`src/hdl/phv_pkg.sv`:
```
// Shared types, widths and helpers for the point height variance block.
// No dependencies; every other file of the block imports this package.
`default_nettype none

package phv_pkg;

    // Field widths
    localparam int COORD_W = 16;
    localparam int VAR_W   = 32;
    localparam int FLD_W   = 16;
    localparam int COV_W   = 10;
    localparam int CFG_W   = 64;
    localparam int VEC_W   = 3 * FLD_W;
    localparam int COVP_W  = 6 * COV_W;

    // Stream word widths, padded to whole bytes
    localparam int S_TDATA_W = ((3 * COORD_W + 7) / 8) * 8;
    localparam int M_TDATA_W = ((VAR_W + 7) / 8) * 8;

    // Distance path
    localparam int SQ_W = 2 * COORD_W;
    localparam int D_W  = COORD_W;

    // Rotated point v = (R*p) >> 14
    localparam int PRD_W = FLD_W + COORD_W;
    localparam int P_W   = PRD_W + 2;
    localparam int V_W   = P_W - 14;

    // Queue between front and back
    localparam int FIFO_DEPTH = 4;
    localparam int FIFO_PTR_W = $clog2(FIFO_DEPTH);
    localparam int FIFO_CNT_W = FIFO_PTR_W + 1;

    // Register indexes on the configuration port
    localparam int CFG_IDX_W = 3;
    typedef enum logic [CFG_IDX_W-1:0] {
        REG_ROT_ROW0,
        REG_ROT_ROW1,
        REG_ROT_ROW2,
        REG_MAP_PROJ,
        REG_OFFSET_JAC,
        REG_SENSOR_JAC,
        REG_ROT_COV,
        REG_NOISE_MODEL
    } phv_reg_t;

    typedef struct packed {
        logic [VEC_W-1:0]  rot_row0;
        logic [VEC_W-1:0]  rot_row1;
        logic [VEC_W-1:0]  rot_row2;
        logic [VEC_W-1:0]  map_proj;
        logic [VEC_W-1:0]  offset_jac;
        logic [VEC_W-1:0]  sensor_jac;
        logic [COVP_W-1:0] rot_cov;
        logic [CFG_W-1:0]  noise;
    } phv_cfg_t;

    // One classified point handed from front to back
    typedef struct packed {
        logic [SQ_W-1:0]       sq;
        logic signed [V_W-1:0] v0;
        logic signed [V_W-1:0] v1;
        logic signed [V_W-1:0] v2;
    } phv_item_t;

    // Signed 16-bit element of a packed three-element vector
    function automatic logic signed [FLD_W-1:0] vec_elem(input logic [VEC_W-1:0] vec,
                                                         input int idx);
        return $signed(vec[idx*FLD_W +: FLD_W]);
    endfunction

    // Signed 10-bit element of the packed covariance
    function automatic logic signed [COV_W-1:0] cov_elem(input logic [COVP_W-1:0] cov,
                                                         input int idx);
        return $signed(cov[idx*COV_W +: COV_W]);
    endfunction

endpackage

`default_nettype wire

```
`src/hdl/phv_fifo.sv`:
```
// Short queue of classified points between the front and back parts.
// Depends on phv_pkg.
`default_nettype none

module phv_fifo (
    input  wire logic               aclk,
    input  wire logic               aresetn,
    input  wire logic               push_valid,
    output logic                    push_ready,
    input  wire phv_pkg::phv_item_t push_item,
    output logic                    pop_valid,
    input  wire logic               pop_ready,
    output phv_pkg::phv_item_t      pop_item
);
    import phv_pkg::*;

    phv_item_t               mem_reg [FIFO_DEPTH];
    logic [FIFO_PTR_W-1:0]   wr_ptr_reg, wr_ptr_next;
    logic [FIFO_PTR_W-1:0]   rd_ptr_reg, rd_ptr_next;
    logic [FIFO_CNT_W-1:0]   count_reg, count_next;
    logic                    push, pop;

    assign push_ready = count_reg != FIFO_CNT_W'(FIFO_DEPTH);
    assign pop_valid  = count_reg != '0;
    assign push       = push_valid && push_ready;
    assign pop        = pop_valid && pop_ready;
    assign pop_item   = mem_reg[rd_ptr_reg];

    // Advance pointers and count
    always_comb begin
        wr_ptr_next = push ? wr_ptr_reg + 1'b1 : wr_ptr_reg;
        rd_ptr_next = pop ? rd_ptr_reg + 1'b1 : rd_ptr_reg;
        count_next  = count_reg;
        if (push && !pop) begin
            count_next = count_reg + 1'b1;
        end else if (pop && !push) begin
            count_next = count_reg - 1'b1;
        end
    end

    always_ff @(posedge aclk) begin
        if (!aresetn) begin
            wr_ptr_reg <= '0;
            rd_ptr_reg <= '0;
            count_reg  <= '0;
        end else begin
            wr_ptr_reg <= wr_ptr_next;
            rd_ptr_reg <= rd_ptr_next;
            count_reg  <= count_next;
        end
    end

    // Store entry
    always_ff @(posedge aclk) begin
        if (push) begin
            mem_reg[wr_ptr_reg] <= push_item;
        end
    end

endmodule

`default_nettype wire

```
`config.mk`:
```
export PLATFORM = sky130hd
export DESIGN_NAME = phv_fifo
export DESIGN_NICKNAME = d
export VERILOG_FILES = /design/src/hdl/phv_pkg.sv /design/src/hdl/phv_fifo.sv
export SDC_FILE = /design/constraint.sdc
export NUM_CORES = 1
export LEC_CHECK = 0
export ABC_AREA = 1
export BUFFER_PORTS_ARGS = -buffer_cell sky130_fd_sc_hd__buf_4
export CAP_MARGIN = 10
export CORE_MARGIN = 5
export CORE_UTILIZATION = 40
export DETAILED_ROUTE_END_ITERATION = 16
export SYNTH_ARGS = -nofsm -noshare
export SYNTH_HDL_FRONTEND = slang
export SYNTH_SLANG_ARGS = --single-unit
```
`constraint.sdc`:
```
create_clock -name aclk -period 5.13 [get_ports aclk]
set_input_delay 0.7695 -clock aclk [delete_from_list [all_inputs] [get_ports aclk]]
set_output_delay 0.7695 -clock aclk [all_outputs]
set_load 0.005 [all_outputs]
```
## Word level (Yosys, flattened, before mapping)

Memories as Yosys holds them, arrays and structs flattened. A register that Yosys moved wholly into a read port is not among the register bits.
Index checks and enable logic that the tools add are counted.

- Output and inout bits: 94
- Memory bits (writable): 368
- Latch bits: 0
- ROM bits: 0
- Register bits after elaboration: 7
- Memories: 1
- Input port bits: 96

- Magnitude comparators: 0
- Reduce and logical (&&, ||, !) cells: 8
- Multiplexer cells: 6
- Shift operators: 0
- Div/mod/pow operators: 0
- Equal/unequal tests: 1
- Bitwise logic cells: 0
- Multipliers: 0
- Add/sub/neg operators: 4

Memories:

| memory | depth | width | rd ports | clocked after Yosys merged registers in | write ports | RTL line | text |
|---|---|---|---|---|---|---|---|
| mem_reg | 4 | 92 | 1 | 1 | 1 | phv_fifo.sv:17 | `phv_item_t mem_reg [FIFO_DEPTH];` |

Operators by type and width:

| kind | count |
|---|---|
| $mux W3 | 2 |
| $add A2 B1 Y2 const B | 2 |
| $logic_and A1 B1 Y1 | 4 |
| $mux W2 | 2 |
| $add A3 B1 Y3 const B | 1 |
| $ne A3 B3 Y1 const B | 1 |
| $reduce_bool A3 Y1 | 1 |
| $sub A3 B1 Y3 const B | 1 |
| $logic_not A1 Y1 | 2 |
| $mux W1 | 2 |
| $reduce_bool A2 Y1 | 1 |

## Logic depth before layout (Yosys ltp)

- Depth in word-level cells: 6
- Mapped depth: 13
- Depth with buffers taken out: 13

## Worst setup path after synthesis

No wires, ideal clock.

- Kind: input to register
- Start: in push_valid
- End: mem mem_reg[0][0] (netlist bit) (enable)
- Slack: -127 ps
- Library setup time: 543 ps
- Cell stages on the path: 2
- Data arrival time: 4713 ps
- Cell sequence: nand2_1 nor2_1

- Longest elaborated chain between the ends: 3

RTL lines:

| element | RTL line | text |
|---|---|---|
| from (decl) | phv_fifo.sv:8 | `input wire logic push_valid,` |
| $logic_and A1 B1 Y1 | phv_fifo.sv:25 | `assign push = push_valid && push_ready;` |
| $mux W1 | phv_fifo.sv:55 | `if (push) begin` |
| $mux W1 (not written as such) | phv_fifo.sv:56 | `mem_reg[wr_ptr_reg] <= push_item;` |
| to (decl) | phv_fifo.sv:17 |  |

Every way passes these cells.

==> impl_results.html <==
<table>
<tr><th>Metric</th><th>Value</th></tr>
<tr><th colspan="2">Yosys</th></tr>
<tr><td>Area fraction in and, or, nand and nor cells after synthesis</td><td>0.05860</td></tr>
<tr><td>Summed instance area of the synthesized netlist</td><td>~14000 µm²</td></tr>
<tr><td>Count of unique library cells instantiated by Yosys</td><td>20</td></tr>
<tr><td>Combinational family with the most area after synthesis</td><td>compound AO/OA/AOI/OAI gates</td></tr>
<tr><td>Ys Warns</td><td>0</td></tr>
<tr><td>Cell types with the largest area share after synthesis</td><td>edfxtp_1, nor2_1, o21ai_0</td></tr>
<tr><td>Proportion of synthesized chip area in sequential cells</td><td>0.7957</td></tr>
<tr><td>Synth Net Count</td><td>between 1000 and 1500</td></tr>
<tr><td>Adder and majority cell fraction of the synthesized area</td><td>0.005851</td></tr>
<tr><td>Top cell type's share of synthesized area</td><td>0.7830</td></tr>
<tr><td>Area share of xor/xnor cells in the synthesized design</td><td>0.0006206</td></tr>
<tr><td>Post-synthesis mux area share</td><td>0</td></tr>
<tr><td>Gate count after technology mapping</td><td>approximately 960</td></tr>
<tr><td>Number of flip-flops and latches in the synthesized netlist</td><td>roughly 380</td></tr>
<tr><td>Compound-Gate Fraction of Synth Area</td><td>0.1074</td></tr>
<tr><td>Library cell with the largest summed area after synthesis</td><td>edfxtp_1</td></tr>
<tr><td>Average cell area after synthesis</td><td>between 10 and 15 µm²</td></tr>
<tr><th colspan="2">Run</th></tr>
<tr><td>Max_cap viols</td><td>0</td></tr>
<tr><th colspan="2">CTS</th></tr>
<tr><td>Max Buffers Root-to-Sink</td><td>3</td></tr>
<tr><td>Maximum level of the CTS H-tree</td><td>2</td></tr>
<tr><td>Worst-Skew Late Latency</td><td>between 0.5 and 0.6 ns</td></tr>
<tr><td>Clock-pin slew on the worst setup and hold paths</td><td>0.06 ns</td></tr>
<tr><td>TritonCTS clock tree</td><td>yes</td></tr>
<tr><td>Sink Count</td><td>roughly 380</td></tr>
<tr><td>Number of clock buffers inserted by TritonCTS</td><td>40</td></tr>
<tr><td>Number of instances resized during post-cts repair</td><td>0</td></tr>
<tr><td>CTS hold repair buffers</td><td>0</td></tr>
<tr><td>Clk root buf</td><td>clkbuf_16</td></tr>
<tr><td>Buffers inserted during post-CTS setup optimization</td><td>0</td></tr>
<tr><th colspan="2">Placed design</th></tr>
<tr><td>Placer's final routability congestion estimate</td><td>0.7601</td></tr>
<tr><td>Cell Count Post-Placement</td><td>between 1500 and 2000</td></tr>
<tr><td>Count of input and output buffers</td><td>~190</td></tr>
<tr><td>Post-DP HPWL</td><td>about 18 mm</td></tr>
<tr><th colspan="2">Routing</th></tr>
<tr><td>Final ANT Viol Nets</td><td>0</td></tr>
<tr><td>Routed vias/inst</td><td>between 5 and 6</td></tr>
<tr><td>Total length of routed wires</td><td>around 32 mm</td></tr>
<tr><td>Post-route DRC</td><td>0</td></tr>
<tr><td>Average detailed-routed wire length per instance</td><td>19.57 µm</td></tr>
<tr><td>Initial DRC count</td><td>571</td></tr>
<tr><td>Routed vias</td><td>between 8000 and 9000</td></tr>
<tr><td>Number of detailed-routing iterations run before antenna repair</td><td>5</td></tr>
<tr><th colspan="2">Final layout</th></tr>
<tr><td>Top library cells by usage in the layout, fill and taps aside</td><td>edfxtp_1, buf_4, nor2_1</td></tr>
<tr><td>N_diodes</td><td>0</td></tr>
<tr><td>Number of fillers in the final layout</td><td>around 3000</td></tr>
<tr><td>Total area of sequential cells</td><td>~11000 µm²</td></tr>
<tr><td>Post-route insts no fill</td><td>roughly 1600</td></tr>
<tr><td>Final Core Density</td><td>0.4908</td></tr>
<tr><td>Most frequent standard cell in the layout excluding fill and tap cells</td><td>edfxtp_1</td></tr>
<tr><td>Number of nets in the final layout</td><td>~1200</td></tr>
<tr><td>Relative area change from synthesis to final layout</td><td>20.71%</td></tr>
<tr><td>Area taken by multi-input logic gates</td><td>around 2500 µm²</td></tr>
<tr><td>Max FFs per register</td><td>around 370</td></tr>
<tr><td>Fraction of final layout cells sized beyond drive strength 1</td><td>0.2175</td></tr>
<tr><th colspan="2">Floorplan</th></tr>
<tr><td>Die outline area</td><td>approximately 39000 µm²</td></tr>
<tr><td>Starting utilization of the core area</td><td>0.4066</td></tr>
<tr><td>Number of ports placed on the die boundary</td><td>190</td></tr>
<tr><td>Die W</td><td>just under 200 µm</td></tr>
<tr><td>Core box area</td><td>about 35000 µm²</td></tr>
<tr><td>Die height</td><td>between 150 and 200 µm</td></tr>
<tr><td>Rows</td><td>between 60 and 70</td></tr>
<tr><th colspan="2">Timing</th></tr>
<tr><td>Remaining max-slew budget at the tightest pin</td><td>0.2525</td></tr>
<tr><td>Max Fclk</td><td>~0.25 GHz</td></tr>
<tr><td>Total count of hold-check failures in the final report</td><td>0</td></tr>
<tr><td>Final setup violating endpoints</td><td>0</td></tr>
<tr><td>Worst Clk Skew</td><td>0.008184 ns</td></tr>
<tr><td>Pin slew with the least headroom to its limit</td><td>roughly 1.1 ns</td></tr>
<tr><td>Unrepaired setup endpoints after global routing</td><td>no</td></tr>
<tr><td>Pins Over Slew Limit</td><td>0</td></tr>
<tr><td>Time the final worst path needs with I/O delays and setup</td><td>3.951 ns</td></tr>
<tr><td>Fraction of the cycle the final worst path needs</td><td>0.7701</td></tr>
<tr><th colspan="2">Worst setup path</th></tr>
<tr><td>Data required time at the worst endpoint</td><td>between 4 and 5 ns</td></tr>
<tr><td>Type of element launching the critical path</td><td>flop</td></tr>
<tr><td>Internal reg-to-reg setup slack</td><td>between 2 and 3 ns</td></tr>
<tr><td>Max FO, Critical Path</td><td>between 100 and 150</td></tr>
<tr><td>Critical path type</td><td>reg -&gt; out</td></tr>
<tr><td>Critical Path End Type</td><td>output port</td></tr>
<tr><td>Data arrival time of the critical path</td><td>~3.2 ns</td></tr>
<tr><th colspan="2">Pwr</th></tr>
<tr><td>Proportion of power drawn by the clock network</td><td>0.303</td></tr>
<tr><td>Sw frac</td><td>0.2831</td></tr>
<tr><td>Total design power</td><td>roughly 0.0084 W</td></tr>
<tr><td>Sequential cell fraction of total power</td><td>0.463</td></tr>
<tr><td>IR drop worst, VDD</td><td>between 0.2 and 0.3 mV</td></tr>
<tr><td>Net switching power</td><td>between 0.002 and 0.0025 W</td></tr>
<tr><td>Power density over the cells</td><td>492.1 nW/µm²</td></tr>
<tr><td>Total internal power</td><td>about 0.0060 W</td></tr>
<tr><td>Leakage component of the power</td><td>5.902 nW</td></tr>
<tr><td>Gate power share</td><td>0.234</td></tr>
<tr><th colspan="2">Hold path</th></tr>
<tr><td>Path class of the lowest-slack min-delay path</td><td>in -&gt; reg</td></tr>
<tr><th colspan="2">GRT</th></tr>
<tr><td>Antenna violations before repair</td><td>2</td></tr>
<tr><td>Wire length of the first global-routing pass</td><td>just under 50 mm</td></tr>
<tr><td>Number of global-route vias before repair</td><td>slightly above 8000</td></tr>
<tr><td>Aggregate global routing overflow</td><td>0</td></tr>
<tr><td>GRT Resource Usage Total</td><td>0.1579</td></tr>
<tr><td>Maximum number of pins on one net before global-route repair</td><td>144</td></tr>
<tr><th colspan="2">Outcome</th></tr>
<tr><td>Run status</td><td>completed</td></tr>
</table>
-- routing by layer --
layer	up-vias	global-route usage	part of all wire
met5	-	0	0.00085
met4	4	0.03647	0.017
met3	56	0.03897	0.078
met2	260	0.2465	0.47
met1	4115	0.2260	0.44
li1	3970	-	-
-- cells by family after synthesis --
family                     after synthesis
buffers and inverters                   76
adders and majority gates                6
DFF                                    377
AOI/OAI and AO/OA                      280
xor gates and xnor gates                 1
and+or+nand+nor                        218
-- worst max-delay path: stages, from the launching register on --
cell,delay (ns)
dfxtp_4,0.59
inv_6,0.90
buf_4,0.56
nor2_1,0.12
o22ai_1,0.26
buf_4,0.16
-- area by class of cell --
class,instances,share of cell area
Sequential cell,377,0.6597
Multi-Input combinational cell,505,0.1447
Timing Repair Buffer,201,0.09151
Clock buffer,52,0.06265
Tap cell,455,0.03342
Clock inverter,17,0.004186
Inverter,16,0.003892
-- power groups by stage --
stage / sequential, W / clock, W / combinational [W]
floorplan: 0.00391 / 0 / 0.00110
global placement: 0.00394 / 0 / 0.00200
detailed placement: 0.00395 / 0 / 0.00201
CTS: 0.00389 / 0.00261 / 0.00202
global route: 0.00392 / 0.00275 / 0.00217
finish: 0.00388 / 0.00254 / 0.00196
-- synth_stat cells --
cell type,instances
ha_1,5
buf_4,13
clkbuf_1,23
buf_2,7
o21ai_1,70
inv_4,1
nand3_1,4
xor2_1,1
fa_1,1
o22ai_1,92
buf_6,13
edfxtp_1,368
nor2_1,198
clkbuf_2,4
a21oi_1,3
nand3b_1,1
dfxtp_1,9
o21ai_0,115
inv_1,15
nand2_1,15
-- metrics by stage --
step	setup TNS (ns)	setup WS [ns]	cell area, µm²	hold slack, ns
global route	0	0.9110	17040	0.4281
detailed placement	0	1.698	15900	0.4985
finish	0	1.179	17040	0.4552
global placement	0	1.717	15900	0.4823
CTS	0	1.118	17040	0.4268
floorplan	-46.61	-0.1266	14110	0.4648
-- final timing paths --
kind | from | to | cells after the start
worst max-delay path | flop | pop_item[7] | 5
worst min-delay path | push_item[73] | mem_reg[3][73] | 1
worst max register to register | count_reg[0] | mem_reg[3][36] | 5
worst min register to register | rd_ptr_reg[1] | flop | 2
Power figures use the tool's default switching activity.
